### config.mk
export PLATFORM = sky130hd
export DESIGN_NAME = hda_codec_bringup_sequencer_flat
export DESIGN_NICKNAME = d
export VERILOG_FILES = /design/src/rtl/hcbs_pkg.sv /design/src/rtl/hcbs_req_if.sv /design/src/rtl/hcbs_rsp_if.sv /design/src/rtl/hda_codec_bringup_sequencer.sv /design/src/rtl/hcbs_seq_core.sv /design/src/rtl/hcbs_rsp_buf.sv /design/src/flat_wrapper.sv
export SDC_FILE = /design/constraint.sdc
export NUM_CORES = 1
export LEC_CHECK = 0
export BUFFER_PORTS_ARGS = -buffer_cell sky130_fd_sc_hd__buf_2
export CORE_MARGIN = 2
export CORE_UTILIZATION = 49
export DETAILED_ROUTE_END_ITERATION = 6
export GPL_TIMING_DRIVEN = 0
export PLACE_DENSITY_LB_ADDON = 0.05
export SLEW_MARGIN = 0
export SYNTH_ARGS = -nofsm -noshare
export SYNTH_HDL_FRONTEND = slang
export SYNTH_HIERARCHICAL = 1
export SYNTH_SLANG_ARGS = --single-unit
export TNS_END_PERCENT = 100
### constraint.sdc
create_clock -name clock -period 14.05 [get_ports clock]
set_input_delay 2.81 -clock clock [delete_from_list [all_inputs] [get_ports clock]]
set_output_delay 2.81 -clock clock [all_outputs]
set_load 0.02 [all_outputs]
### src/rtl/hcbs_pkg.sv
`timescale 1ns / 1ps

package hcbs_pkg;

   localparam int NODE_W = 8;
   localparam int PAY_W  = 20;
   localparam int SUB_W  = 5;

   // input commands
   localparam logic CMD_START = 1'b0;
   localparam logic CMD_REPLY = 1'b1;

   // verb payloads
   localparam logic [PAY_W-1:0] VB_GET_NODE_CNT  = 20'hF0004;
   localparam logic [PAY_W-1:0] VB_GET_FG_TYPE   = 20'hF0005;
   localparam logic [PAY_W-1:0] VB_POWER_D0      = 20'h70500;
   localparam logic [PAY_W-1:0] VB_GET_WCAP      = 20'hF0009;
   localparam logic [PAY_W-1:0] VB_STREAM_FMT    = 20'h24011;
   localparam logic [PAY_W-1:0] VB_STREAM_CH     = 20'h70610;
   localparam logic [PAY_W-1:0] VB_AMP_OUT_UNMUTE = 20'h3B077;
   localparam logic [PAY_W-1:0] VB_AMP_ALL_UNMUTE = 20'h3B777;
   localparam logic [PAY_W-1:0] VB_GET_PIN_CFG   = 20'hF1C00;
   localparam logic [PAY_W-1:0] VB_CONN_SEL0     = 20'h70100;
   localparam logic [PAY_W-1:0] VB_PIN_CTL       = 20'h70700;
   localparam logic [PAY_W-1:0] VB_EAPD          = 20'h70C02;
   localparam logic [PAY_W-1:0] VB_AMP_IN_UNMUTE = 20'h39077;
   localparam logic [PAY_W-1:0] VB_GET_AMP_IN    = 20'hF0012;
   localparam logic [PAY_W-1:0] VB_MIX_UNMUTE    = 20'h3A077;

   localparam logic [PAY_W-1:0] PIN_OUT_EN  = 20'h00040;
   localparam logic [PAY_W-1:0] PIN_HP_EN   = 20'h00080;

   // widget types from the capability reply
   localparam logic [3:0] WT_DAC      = 4'd0;
   localparam logic [3:0] WT_MIXER    = 4'd2;
   localparam logic [3:0] WT_SELECTOR = 4'd3;
   localparam logic [3:0] WT_PIN      = 4'd4;

   localparam logic [3:0] DEV_HEADPHONE = 4'd2;
   localparam logic [1:0] PORT_NONE     = 2'd1;

   typedef struct packed {
      logic        cmd;
      logic [14:0] codec_mask;
      logic [31:0] reply_word;
   } req_item_type;

   typedef struct packed {
      logic [31:0] verb_word;
      logic        all_done;
      logic [14:0] skipped_codecs;
   } rsp_item_type;

   typedef struct packed {
      logic         valid;
      rsp_item_type item;
   } rsp_push_type;

   function automatic logic [PAY_W-1:0] dac_verb(input logic [SUB_W-1:0] k);
      logic [PAY_W-1:0] v;
      case (k)
         5'd0:    v = VB_POWER_D0;
         5'd1:    v = VB_STREAM_FMT;
         5'd2:    v = VB_STREAM_CH;
         5'd3:    v = VB_AMP_OUT_UNMUTE;
         default: v = VB_AMP_ALL_UNMUTE;
      endcase
      return v;
   endfunction

   function automatic logic [PAY_W-1:0] pin_verb(input logic [SUB_W-1:0] k,
                                                 input logic hp);
      logic [PAY_W-1:0] v;
      case (k)
         5'd0:    v = VB_POWER_D0;
         5'd1:    v = VB_CONN_SEL0;
         5'd2:    v = VB_PIN_CTL | PIN_OUT_EN | (hp ? PIN_HP_EN : '0);
         5'd3:    v = VB_EAPD;
         5'd4:    v = VB_AMP_OUT_UNMUTE;
         default: v = VB_AMP_IN_UNMUTE;
      endcase
      return v;
   endfunction

   function automatic logic [PAY_W-1:0] sel_verb(input logic [SUB_W-1:0] k);
      return (k == '0) ? VB_POWER_D0 : VB_CONN_SEL0;
   endfunction

endpackage

### src/rtl/hcbs_req_if.sv
`timescale 1ns / 1ps

interface hcbs_req_if;
   logic        valid;
   logic        ready;
   logic        cmd;
   logic [14:0] codec_mask;
   logic [31:0] reply_word;

   modport source (output valid, output cmd, output codec_mask, output reply_word,
                   input ready);
   modport sink (input valid, input cmd, input codec_mask, input reply_word,
                 output ready);
endinterface

### src/rtl/hcbs_rsp_if.sv
`timescale 1ns / 1ps

interface hcbs_rsp_if;
   logic        valid;
   logic        ready;
   logic [31:0] verb_word;
   logic        all_done;
   logic [14:0] skipped_codecs;

   modport source (output valid, output verb_word, output all_done,
                   output skipped_codecs, input ready);
   modport sink (input valid, input verb_word, input all_done,
                 input skipped_codecs, output ready);
endinterface

### src/rtl/hda_codec_bringup_sequencer.sv
`timescale 1ns / 1ps

// channel   dir  payload                                   handshake
// req_chan  in   cmd, codec_mask[14:0], reply_word[31:0]   valid/ready
// rsp_chan  out  verb_word[31:0], all_done, skipped_codecs valid/ready
//
// One transaction per cycle sustained while req_chan.ready stays high; each response
// passes through the input register, then decode into the response buffer.
// Synchronous reset returns the sequencer to idle; no clearing pass.
// req_chan.ready drops only while the input register holds a transaction and
// the two-entry response buffer is full; it does not depend on rsp_chan.ready.
module hda_codec_bringup_sequencer #(
   parameter int MAX_CODECS       = 15,
   parameter int MAX_MIXER_INPUTS = 8
) (
   input  logic       clock,
   input  logic       reset,
   hcbs_req_if.sink   req_chan,
   hcbs_rsp_if.source rsp_chan
);

   hcbs_pkg::req_item_type in_ff, in_in;
   logic                   in_valid_ff, in_valid_in;
   logic                   buf_full, advance, accept;
   hcbs_pkg::rsp_push_type push;

   assign advance        = in_valid_ff & ~buf_full;
   assign req_chan.ready = ~in_valid_ff | ~buf_full;
   assign accept         = req_chan.valid & req_chan.ready;

   always_comb begin
      in_in       = in_ff;
      in_valid_in = in_valid_ff & ~advance;
      if (accept) begin
         in_in.cmd        = req_chan.cmd;
         in_in.codec_mask = req_chan.codec_mask;
         in_in.reply_word = req_chan.reply_word;
         in_valid_in      = 1'b1;
      end
   end

   always_ff @(posedge clock) begin
      if (reset) begin
         in_valid_ff <= 1'b0;
      end else begin
         in_valid_ff <= in_valid_in;
      end
      in_ff <= in_in;
   end

   hcbs_seq_core #(
      .MAX_CODECS       (MAX_CODECS),
      .MAX_MIXER_INPUTS (MAX_MIXER_INPUTS)
   ) u_core (
      .clock (clock),
      .reset (reset),
      .fire  (advance),
      .item  (in_ff),
      .push  (push)
   );

   hcbs_rsp_buf u_rsp_buf (
      .clock    (clock),
      .reset    (reset),
      .push     (push),
      .full     (buf_full),
      .rsp_chan (rsp_chan)
   );

endmodule

### src/rtl/hcbs_seq_core.sv
`timescale 1ns / 1ps

module hcbs_seq_core #(
   parameter int MAX_CODECS       = 15,
   parameter int MAX_MIXER_INPUTS = 8
) (
   input  logic                  clock,
   input  logic                  reset,
   input  logic                  fire,
   input  hcbs_pkg::req_item_type item,
   output hcbs_pkg::rsp_push_type push
);

   localparam int MIX_W = $clog2(MAX_MIXER_INPUTS + 1);
   localparam logic [14:0] CODEC_LIMIT = 15'((32'd1 << MAX_CODECS) - 32'd1);
   localparam logic [6:0]  MIX_MAX     = 7'(MAX_MIXER_INPUTS);

   localparam logic [3:0] PH_IDLE   = 4'd0;
   localparam logic [3:0] PH_ROOT   = 4'd1;
   localparam logic [3:0] PH_FGTYPE = 4'd2;
   localparam logic [3:0] PH_POWER  = 4'd3;
   localparam logic [3:0] PH_RANGE  = 4'd4;
   localparam logic [3:0] PH_WCAP   = 4'd5;
   localparam logic [3:0] PH_DAC    = 4'd6;
   localparam logic [3:0] PH_PINCFG = 4'd7;
   localparam logic [3:0] PH_PIN    = 4'd8;
   localparam logic [3:0] PH_MIXCAP = 4'd9;
   localparam logic [3:0] PH_MIX    = 4'd10;
   localparam logic [3:0] PH_SEL    = 4'd11;

   logic [3:0]                   phase_ff, phase_in;
   logic [14:0]                  pending_ff, pending_in;
   logic [3:0]                   codec_ff, codec_in;
   logic [7:0]                   group_ff, group_in;
   logic [5:0]                   left_ff, left_in;
   logic [7:0]                   cur_ff, cur_in;
   logic [7:0]                   last_ff, last_in;
   logic [hcbs_pkg::SUB_W-1:0]   sub_ff, sub_in;
   logic [MIX_W-1:0]             mix_ff, mix_in;
   logic                         hp_ff, hp_in;
   logic [14:0]                  skipped_ff, skipped_in;

   logic                           emit, go_node, go_codec, found;
   logic [3:0]                     pick;
   logic [7:0]                     node_sel, fld_a, fld_b;
   logic [hcbs_pkg::PAY_W-1:0]     pay_sel;
   logic [6:0]                     mix_cnt;
   logic [31:0]                    r;

   assign r = item.reply_word;

   always_comb begin
      phase_in   = phase_ff;
      pending_in = pending_ff;
      codec_in   = codec_ff;
      group_in   = group_ff;
      left_in    = left_ff;
      cur_in     = cur_ff;
      last_in    = last_ff;
      sub_in     = sub_ff;
      mix_in     = mix_ff;
      hp_in      = hp_ff;
      skipped_in = skipped_ff;
      emit       = 1'b0;
      go_node    = 1'b0;
      go_codec   = 1'b0;
      found      = 1'b0;
      pick       = '0;
      node_sel   = '0;
      pay_sel    = '0;
      fld_a      = r[23:16];
      fld_b      = r[7:0];
      mix_cnt    = r[22:16];
      push       = '0;

      if (fire) begin
         if (item.cmd == hcbs_pkg::CMD_START) begin
            phase_in   = PH_IDLE;
            pending_in = item.codec_mask & CODEC_LIMIT;
            codec_in   = '0;
            group_in   = '0;
            left_in    = '0;
            cur_in     = '0;
            last_in    = '0;
            sub_in     = '0;
            mix_in     = '0;
            hp_in      = 1'b0;
            skipped_in = '0;
            go_codec   = 1'b1;
         end else begin
            case (phase_ff)
               PH_ROOT: begin
                  if (fld_b == 8'd0 || fld_b > 8'd32) begin
                     skipped_in = skipped_ff | (15'd1 << codec_ff);
                     go_codec   = 1'b1;
                  end else begin
                     left_in  = fld_b[5:0];
                     cur_in   = fld_a;
                     phase_in = PH_FGTYPE;
                     emit     = 1'b1;
                     node_sel = fld_a;
                     pay_sel  = hcbs_pkg::VB_GET_FG_TYPE;
                  end
               end
               PH_FGTYPE: begin
                  if (fld_b == 8'd1) begin
                     if (cur_ff == 8'd0) begin
                        skipped_in = skipped_ff | (15'd1 << codec_ff);
                        go_codec   = 1'b1;
                     end else begin
                        group_in = cur_ff;
                        phase_in = PH_POWER;
                        emit     = 1'b1;
                        node_sel = cur_ff;
                        pay_sel  = hcbs_pkg::VB_POWER_D0;
                     end
                  end else begin
                     left_in = left_ff - 6'd1;
                     if (left_in == 6'd0) begin
                        skipped_in = skipped_ff | (15'd1 << codec_ff);
                        go_codec   = 1'b1;
                     end else begin
                        cur_in   = cur_ff + 8'd1;
                        emit     = 1'b1;
                        node_sel = cur_in;
                        pay_sel  = hcbs_pkg::VB_GET_FG_TYPE;
                     end
                  end
               end
               PH_POWER: begin
                  phase_in = PH_RANGE;
                  emit     = 1'b1;
                  node_sel = group_ff;
                  pay_sel  = hcbs_pkg::VB_GET_NODE_CNT;
               end
               PH_RANGE: begin
                  // bogus child range: fall back to nodes 2..11
                  if (fld_a < 8'd2 || fld_a > 8'd100 || fld_b == 8'd0 || fld_b > 8'd64) begin
                     fld_a = 8'd2;
                     fld_b = 8'd10;
                  end
                  cur_in  = fld_a;
                  last_in = fld_a + fld_b - 8'd1;
                  go_node = 1'b1;
               end
               PH_WCAP: begin
                  sub_in = '0;
                  case (r[23:20])
                     hcbs_pkg::WT_DAC: begin
                        phase_in = PH_DAC;
                        emit     = 1'b1;
                        node_sel = cur_ff;
                        pay_sel  = hcbs_pkg::dac_verb('0);
                     end
                     hcbs_pkg::WT_PIN: begin
                        phase_in = PH_PINCFG;
                        emit     = 1'b1;
                        node_sel = cur_ff;
                        pay_sel  = hcbs_pkg::VB_GET_PIN_CFG;
                     end
                     hcbs_pkg::WT_MIXER: begin
                        phase_in = PH_MIXCAP;
                        emit     = 1'b1;
                        node_sel = cur_ff;
                        pay_sel  = hcbs_pkg::VB_GET_AMP_IN;
                     end
                     hcbs_pkg::WT_SELECTOR: begin
                        phase_in = PH_SEL;
                        emit     = 1'b1;
                        node_sel = cur_ff;
                        pay_sel  = hcbs_pkg::sel_verb('0);
                     end
                     default: begin
                        cur_in  = cur_ff + 8'd1;
                        go_node = 1'b1;
                     end
                  endcase
               end
               PH_DAC: begin
                  sub_in = sub_ff + 5'd1;
                  if (sub_in < 5'd5) begin
                     emit     = 1'b1;
                     node_sel = cur_ff;
                     pay_sel  = hcbs_pkg::dac_verb(sub_in);
                  end else begin
                     cur_in  = cur_ff + 8'd1;
                     go_node = 1'b1;
                  end
               end
               PH_PINCFG: begin
                  if (r[31:30] == hcbs_pkg::PORT_NONE) begin
                     cur_in  = cur_ff + 8'd1;
                     go_node = 1'b1;
                  end else begin
                     hp_in    = (r[23:20] == hcbs_pkg::DEV_HEADPHONE);
                     phase_in = PH_PIN;
                     sub_in   = '0;
                     emit     = 1'b1;
                     node_sel = cur_ff;
                     pay_sel  = hcbs_pkg::pin_verb('0, hp_in);
                  end
               end
               PH_PIN: begin
                  sub_in = sub_ff + 5'd1;
                  if (sub_in < 5'd6) begin
                     emit     = 1'b1;
                     node_sel = cur_ff;
                     pay_sel  = hcbs_pkg::pin_verb(sub_in, hp_ff);
                  end else begin
                     cur_in  = cur_ff + 8'd1;
                     go_node = 1'b1;
                  end
               end
               PH_MIXCAP: begin
                  if (mix_cnt > MIX_MAX) begin
                     mix_cnt = MIX_MAX;
                  end
                  if (mix_cnt == 7'd0) begin
                     cur_in  = cur_ff + 8'd1;
                     go_node = 1'b1;
                  end else begin
                     mix_in   = MIX_W'(mix_cnt);
                     sub_in   = '0;
                     phase_in = PH_MIX;
                     emit     = 1'b1;
                     node_sel = cur_ff;
                     pay_sel  = hcbs_pkg::VB_MIX_UNMUTE;
                  end
               end
               PH_MIX: begin
                  sub_in = sub_ff + 5'd1;
                  if (32'(sub_in) < 32'(mix_ff)) begin
                     emit     = 1'b1;
                     node_sel = cur_ff;
                     pay_sel  = hcbs_pkg::VB_MIX_UNMUTE | {8'd0, sub_in[3:0], 8'd0};
                  end else begin
                     cur_in  = cur_ff + 8'd1;
                     go_node = 1'b1;
                  end
               end
               PH_SEL: begin
                  sub_in = sub_ff + 5'd1;
                  if (sub_in < 5'd2) begin
                     emit     = 1'b1;
                     node_sel = cur_ff;
                     pay_sel  = hcbs_pkg::sel_verb(sub_in);
                  end else begin
                     cur_in  = cur_ff + 8'd1;
                     go_node = 1'b1;
                  end
               end
               default: begin
                  // idle: replies are dropped
               end
            endcase
         end

         if (go_node) begin
            if (cur_in > last_in) begin
               go_codec = 1'b1;
            end else begin
               phase_in = PH_WCAP;
               emit     = 1'b1;
               node_sel = cur_in;
               pay_sel  = hcbs_pkg::VB_GET_WCAP;
            end
         end

         if (go_codec) begin
            // lowest pending codec address goes next
            for (int c = MAX_CODECS - 1; c >= 0; c--) begin
               if (pending_in[c]) begin
                  found = 1'b1;
                  pick  = 4'(c);
               end
            end
            if (found) begin
               pending_in = pending_in & ~(15'd1 << pick);
               codec_in   = pick;
               phase_in   = PH_ROOT;
               emit       = 1'b1;
               node_sel   = '0;
               pay_sel    = hcbs_pkg::VB_GET_NODE_CNT;
            end else begin
               phase_in                 = PH_IDLE;
               pending_in               = '0;
               push.valid               = 1'b1;
               push.item.all_done       = 1'b1;
               push.item.skipped_codecs = skipped_in;
            end
         end

         if (emit) begin
            push.valid          = 1'b1;
            push.item.verb_word = {codec_in, node_sel, pay_sel};
         end
      end
   end

   always_ff @(posedge clock) begin
      if (reset) begin
         phase_ff   <= PH_IDLE;
         pending_ff <= '0;
         codec_ff   <= '0;
         group_ff   <= '0;
         left_ff    <= '0;
         cur_ff     <= '0;
         last_ff    <= '0;
         sub_ff     <= '0;
         mix_ff     <= '0;
         hp_ff      <= 1'b0;
         skipped_ff <= '0;
      end else begin
         phase_ff   <= phase_in;
         pending_ff <= pending_in;
         codec_ff   <= codec_in;
         group_ff   <= group_in;
         left_ff    <= left_in;
         cur_ff     <= cur_in;
         last_ff    <= last_in;
         sub_ff     <= sub_in;
         mix_ff     <= mix_in;
         hp_ff      <= hp_in;
         skipped_ff <= skipped_in;
      end
   end

endmodule

### src/rtl/hcbs_rsp_buf.sv
`timescale 1ns / 1ps

// Two-entry output buffer: head register plus skid register.
module hcbs_rsp_buf (
   input  logic                   clock,
   input  logic                   reset,
   input  hcbs_pkg::rsp_push_type push,
   output logic                   full,
   hcbs_rsp_if.source             rsp_chan
);

   hcbs_pkg::rsp_item_type head_ff, head_in, skid_ff, skid_in;
   logic                   head_valid_ff, head_valid_in, skid_valid_ff, skid_valid_in;
   logic                   pop;

   assign pop  = head_valid_ff & rsp_chan.ready;
   assign full = head_valid_ff & skid_valid_ff;

   always_comb begin
      head_in       = head_ff;
      skid_in       = skid_ff;
      head_valid_in = head_valid_ff;
      skid_valid_in = skid_valid_ff;
      if (pop || !head_valid_ff) begin
         if (skid_valid_ff) begin
            head_in       = skid_ff;
            head_valid_in = 1'b1;
            skid_in       = push.item;
            skid_valid_in = push.valid;
         end else begin
            head_in       = push.item;
            head_valid_in = push.valid;
         end
      end else if (push.valid) begin
         skid_in       = push.item;
         skid_valid_in = 1'b1;
      end
   end

   always_ff @(posedge clock) begin
      if (reset) begin
         head_valid_ff <= 1'b0;
         skid_valid_ff <= 1'b0;
      end else begin
         head_valid_ff <= head_valid_in;
         skid_valid_ff <= skid_valid_in;
      end
      head_ff <= head_in;
      skid_ff <= skid_in;
   end

   assign rsp_chan.valid          = head_valid_ff;
   assign rsp_chan.verb_word      = head_ff.verb_word;
   assign rsp_chan.all_done       = head_ff.all_done;
   assign rsp_chan.skipped_codecs = head_ff.skipped_codecs;

endmodule

### src/flat_wrapper.sv
// flat-port wrapper written by rule: the top's interface ports become plain ports
module hda_codec_bringup_sequencer_flat 
#(
   parameter int MAX_CODECS       = 15,
   parameter int MAX_MIXER_INPUTS = 8
)
  (clock, reset, req_chan_valid, req_chan_cmd, req_chan_codec_mask, req_chan_reply_word, req_chan_ready, rsp_chan_valid, rsp_chan_verb_word, rsp_chan_all_done, rsp_chan_skipped_codecs, rsp_chan_ready);
  hcbs_req_if req_chan_i ();
  hcbs_rsp_if rsp_chan_i ();
  input  logic clock;
  input  logic reset;
  input wire logic [$bits(req_chan_i.valid)-1:0] req_chan_valid;
  input wire logic [$bits(req_chan_i.cmd)-1:0] req_chan_cmd;
  input wire logic [$bits(req_chan_i.codec_mask)-1:0] req_chan_codec_mask;
  input wire logic [$bits(req_chan_i.reply_word)-1:0] req_chan_reply_word;
  output wire logic [$bits(req_chan_i.ready)-1:0] req_chan_ready;
  output wire logic [$bits(rsp_chan_i.valid)-1:0] rsp_chan_valid;
  output wire logic [$bits(rsp_chan_i.verb_word)-1:0] rsp_chan_verb_word;
  output wire logic [$bits(rsp_chan_i.all_done)-1:0] rsp_chan_all_done;
  output wire logic [$bits(rsp_chan_i.skipped_codecs)-1:0] rsp_chan_skipped_codecs;
  input wire logic [$bits(rsp_chan_i.ready)-1:0] rsp_chan_ready;
  assign req_chan_i.valid = req_chan_valid;
  assign req_chan_i.cmd = req_chan_cmd;
  assign req_chan_i.codec_mask = req_chan_codec_mask;
  assign req_chan_i.reply_word = req_chan_reply_word;
  assign req_chan_ready = req_chan_i.ready;
  assign rsp_chan_valid = rsp_chan_i.valid;
  assign rsp_chan_verb_word = rsp_chan_i.verb_word;
  assign rsp_chan_all_done = rsp_chan_i.all_done;
  assign rsp_chan_skipped_codecs = rsp_chan_i.skipped_codecs;
  assign rsp_chan_i.ready = rsp_chan_ready;
  hda_codec_bringup_sequencer #(.MAX_CODECS(MAX_CODECS), .MAX_MIXER_INPUTS(MAX_MIXER_INPUTS)) u_core (.clock(clock), .reset(reset), .req_chan(req_chan_i), .rsp_chan(rsp_chan_i));
endmodule
* Yosys cells after proc, flatten, opt, wreduce, memory -nomap -nowiden
Index checks and enable logic that the tools add are counted.
** Word-level totals
- Register bits after elaboration :: 225
- Input port bits :: 52
- Output and inout bits :: 50
- Word-level logic and storage cells :: 303
** Operators by class
- $add $sub $neg :: 5
- Magnitude comparators :: 10
- Equal/unequal tests :: 34
- Shifts and indexed selects :: 2
- Multiplexer cells :: 195
- Bitwise gates (word level) :: 12
- Reductions and logical operators :: 22
** Operators by type and width (count)
- $mux W8 :: 44
- $pmux W20 S10 :: 1
- $mux W48 :: 4
- $mux W20 :: 8
- $pmux W8 S10 :: 2
- $mux W15 :: 9
- $mux W4 :: 32
- $mux W19 :: 5
- $pmux W19 S5 :: 1
- $pmux W19 S4 :: 1
- $mux W1 :: 62
- $pmux W20 S3 :: 1
- $mux W49 :: 1
- $mux W18 :: 2
- $mux W33 :: 1
- $mux W16 :: 2
- $pmux W15 S2 :: 1
- $shl A1 B4 Y15 const A :: 2
- $mux W7 :: 4
- $pmux W4 S6 :: 1
- $eq A4 B3 Y1 const B :: 5
- $pmux W5 S4 :: 1
- $mux W6 :: 3
- $eq A4 B2 Y1 const B :: 4
- other kinds (49) :: 83

* Longest topological paths before layout
- Depth in word-level cells :: 28
- Mapped depth :: 31

* Hierarchy
The synthesis kept the hierarchy.
** Modules (own cells, without submodules)
- hcbs_seq_core :: times used 1, cells each 1016, area an instance 7135.6 um^2
- hcbs_rsp_buf :: times used 1, cells each 162, area an instance 3793.6 um^2
- hda_codec_bringup_sequencer :: times used 1, cells each 54, area an instance 1488.9 um^2

* Worst setup path before layout
Ideal clock, no wire load.
- Kind :: reg2reg
- Start point :: register u_core/in_ff[1] (netlist bit)
- End point :: register u_core/u_rsp_buf/skid_ff[0] (netlist bit) (enable)
- Setup time :: 0.586 ns
- Arrival :: 6.239 ns
- Required time :: 13.464 ns
- Setup slack :: 7.225 ns
- Stages on the path, launching flop included :: 30
- Buffers on the path :: 2
- Clock period less this slack :: 6.825 ns
- Path through :: edfxtp_1 or4_4 nor3_1 xnor2_1 and2_1 clkbuf_1 clkbuf_1 nand2_1 ha_1 inv_1 ha_1 inv_1 fa_1 inv_1 a21o_1 a21oi_1 xnor2_1 o21ai_0 nand2_1 ha_1 a21o_1 a21o_1 a21oi_1 a21oi_1 a21oi_2 nor2_2 o31ai_4 nand2_1 nand2_1 nand2_1
** RTL lines
- start, declared :: RTL line hda_codec_bringup_sequencer.sv:22 : hcbs_pkg::req_item_type in_ff, in_in;
- start signal, assigned :: RTL line hda_codec_bringup_sequencer.sv:48 : in_ff <= in_in;
- end signal, assigned :: RTL line hcbs_rsp_buf.sv:49 : skid_ff <= skid_in;
- end, declared :: RTL line hcbs_rsp_buf.sv:12 : hcbs_pkg::rsp_item_type head_ff, head_in, skid_ff, skid_in;

==> results.yml <==
detailed_routing:
  met3_wirelength_mm: 2.61
  met1_length_mm: 15.8
  wl_per_cell_microns: 20.5
  ant_nets: 0
  routed_wl_mm: 34.4
  wl_met2_mm: 14.7
  first_pass_iters: 6
  top_layer: "met4"
  vias: 9931
  route.detailed.drc: 0
  vias_per_cell: 5.93
  drt_iter0_drc: 923
worst_hold_path:
  hold_end: "u_core/u_core/pending_ff[14]"
  hold_depth: 2
  min_from: "u_core/u_core/pending_ff[14]"
  min_path_type: "flip-flop to flip-flop"
critical_path:
  crit_required_ns: 14.27
  r2r_cells: 31
  r2r_slack_ns: 6.27
  critical_path.startpoint_type: "flip-flop"
  cpLargestDelayFamily: "compound AO/OA/AOI/OAI gates"
  cp_num_buf_inv: 7
  critPathCaptureType: "flip-flop"
  slowest_stage: "clkbuf_1"
  path_class: "flip-flop to flip-flop"
  timing.critical_path.mode_cell: "nand2_1"
  max_stage_delay_ns: 0.56
  r2r_start: "u_core/in_ff[21]"
  cp_max_fo: 28
  r2r-end: "u_core/u_rsp_buf/skid_ff[31]"
  arrival_ns: 8.00
clock_tree:
  post_cts_resized: 0
  postCtsSetupBuffers: 0
  cts_tree: "yes"
  cts_max_path_buffers: 3
  cts_buffers: 24
  clock_sinks: 211
  holdBufCountCts: 0
  htreeDepth: 1
  insertion_delay_ns: 0.52
  path_clk_slew_ns: 0.06
  cts_root_buf: "clkbuf_16"
floorplanning:
  row_count: 57
  chipHeight_microns: 160
  fp.dieW_microns: 160
  coreArea_sq_mm: 0.0242
  dieArea_sq_mm: 0.0258
  start_util_pct: 49.6
  top_level_ports: 102
global_routing:
  grt_antenna_before_repair: 0
  grt_max_degree: 35
  track_usage_pct: 26.5
  grt_overflow_total: 0
  grt_first_pass_wirelength_mm: 53.4
  grt_pass1_vias: 9374
power:
  p_leak_nw: 5.25
  worst_ir_drop_vdd_v: 0.000104
  power.total_mw: 1.46
  powerDensity_mw_per_mm2: 107
yosys:
  synth_nets: 1311
  avgSynthCellArea_sq_um: 9.85
  netlist_instances: 1218
  yosysWarnings: 6
  netlist_area_sq_mm: 0.0120
run_status:
  run_status: "finished clean"
timing:
  period_needed_ns: 7.78
  worst_pin_slew_ns: 1.08
  final.setup.tns_ns: 0
  timing.final.crit_share_pct: 55.4
  slew_viol_final: 0
  fmax_ghz: 0.128
  skew_ns: 0.0106
  relSlewSlack_pct: 27.2
  finalSetupViolations: 0
  rsz0062_at_grt: "no"
  hold_viol_final: 0
placement:
  place_area_sq_mm: 0.0129
  dp_cells: 1631
  post-dp-hpwl_mm: 25.4
  port_buffers: 87
  place.gp.congestion: 0.935
cells_and_area:
  num_antenna_cells: 0
  final_cells: 1675
  layout-drive-gt1-share_pct: 16.5
  nets: 1426
  area_delta_synth_final_pct: 14.2
  design_area_sq_mm: 0.0137
run:
  cap_violations: 0
-- layout by cell type, fill, tap and decap left out, types with 7 or more instances in the layout --
| cell type | instances |
|---|---|
| a211oi_1 | 10 |
| a21o_1 | 16 |
| a21oi_1 | 90 |
| a221oi_1 | 13 |
| a22o_1 | 8 |
| a22oi_1 | 22 |
| a31oi_1 | 23 |
| and2_1 | 13 |
| buf_12 | 7 |
| buf_2 | 96 |
| clkbuf_1 | 60 |
| clkbuf_16 | 24 |
| dfxtp_1 | 81 |
| edfxtp_1 | 130 |
| ha_1 | 40 |
| inv_1 | 46 |
| mux2_4 | 46 |
| nand2_1 | 127 |
| nand2b_1 | 14 |
| nand3_1 | 30 |
| nor2_1 | 123 |
| nor2b_1 | 18 |
| nor3_1 | 40 |
| nor3b_1 | 9 |
| nor4_1 | 9 |
| o211ai_1 | 7 |
| o21a_1 | 7 |
| o21ai_0 | 52 |
| or3_1 | 11 |
| xor2_1 | 10 |
-- worst reg2reg max path, delay by kind of cell (launching register included) --
family                     cells  cell delay, ns
xor gates and xnor gates       1            0.17
DFF                            1            0.40
and+or+nand+nor                9            1.90
buffers and inverters          7            1.60
adders and majority gates      4            1.12
AOI/OAI and AO/OA             10            2.25
-- metrics by stage --
stage               utilization (%)  setup WS [ns]  hold WS [ns]
global placement               53.1           5.44         0.447
CTS                            56.7           6.25         0.468
detailed placement             53.3           6.29         0.455
finish                         56.7           6.27         0.462
floorplan                         -           7.22         0.437
global route                   56.7           5.57         0.482
-- layout make-up --
class | count | area, sq um
Sequential cell | 211 | 5530
Inverter | 49 | 184
Clock buffer | 36 | 666
Multi-Input combinational cell | 885 | 5890
Tap cell | 324 | 405
Clock inverter | 8 | 150
Buffer | 73 | 400
Fill cell | 2186 | 10500
Timing Repair Buffer | 89 | 475
-- routing by layer --
layer	up-vias	track usage (%)
met3	78	4.86
met4	0	10.8
met2	387	39.8
li1	4759	-
met5	-	0
met1	4707	37.8
-- sequential cells by signal (all words and copies together), names as in the netlist --
| name | flops |
|---|---|
| u_core/u_core/skipped_ff | 15 |
| u_core/u_core/codec_ff | 4 |
| u_core/u_rsp_buf/skid_ff | 48 |
| u_core/u_rsp_buf/skid_valid_ff | 1 |
| u_core/u_rsp_buf/rsp_chan.all_done | 1 |
| u_core/u_core/pending_ff | 15 |
| u_core/u_core/hp_ff | 1 |
| u_core/in_ff | 34 |
| u_core/u_core/last_ff | 8 |
| u_core/u_core/mix_ff | 4 |
| u_core/u_rsp_buf/rsp_chan.verb_word | 32 |
| u_core/u_core/sub_ff | 5 |
| u_core/in_valid_ff | 1 |
| u_core/u_core/phase_ff | 4 |
| u_core/u_rsp_buf/rsp_chan.valid | 1 |
| u_core/u_core/cur_ff | 8 |
| u_core/u_core/left_ff | 6 |
| u_core/u_rsp_buf/rsp_chan.skipped_codecs | 15 |
| u_core/u_core/group_ff | 8 |
-- how the worst max path moves through the flow --
stage / startpoint / to / slack, ns / depth (start not counted)
2_1_floorplan: u_core/in_ff[1] / u_core/u_rsp_buf/skid_ff[0] / 7.22 / 29
3_3_place_gp: u_core/in_ff[21] / u_core/u_rsp_buf/skid_ff[27] / 5.44 / 30
3_5_place_dp: u_core/in_ff[21] / u_core/u_rsp_buf/skid_ff[23] / 6.29 / 31
4_1_cts: u_core/in_ff[21] / u_core/u_rsp_buf/skid_ff[31] / 6.25 / 31
5_1_grt: u_core/in_ff[21] / u_core/u_rsp_buf/skid_ff[31] / 5.57 / 31
6_report: u_core/in_ff[21] / u_core/u_rsp_buf/skid_ff[31] / 6.27 / 31
-- power breakdown --
group	switching [mW]	internal, mW
sequential	0.0112	0.670
clock	0.248	0.400
combinational	0.0909	0.0426
total	0.350	1.11
Note: power is estimated with default switching activity, not from simulation.
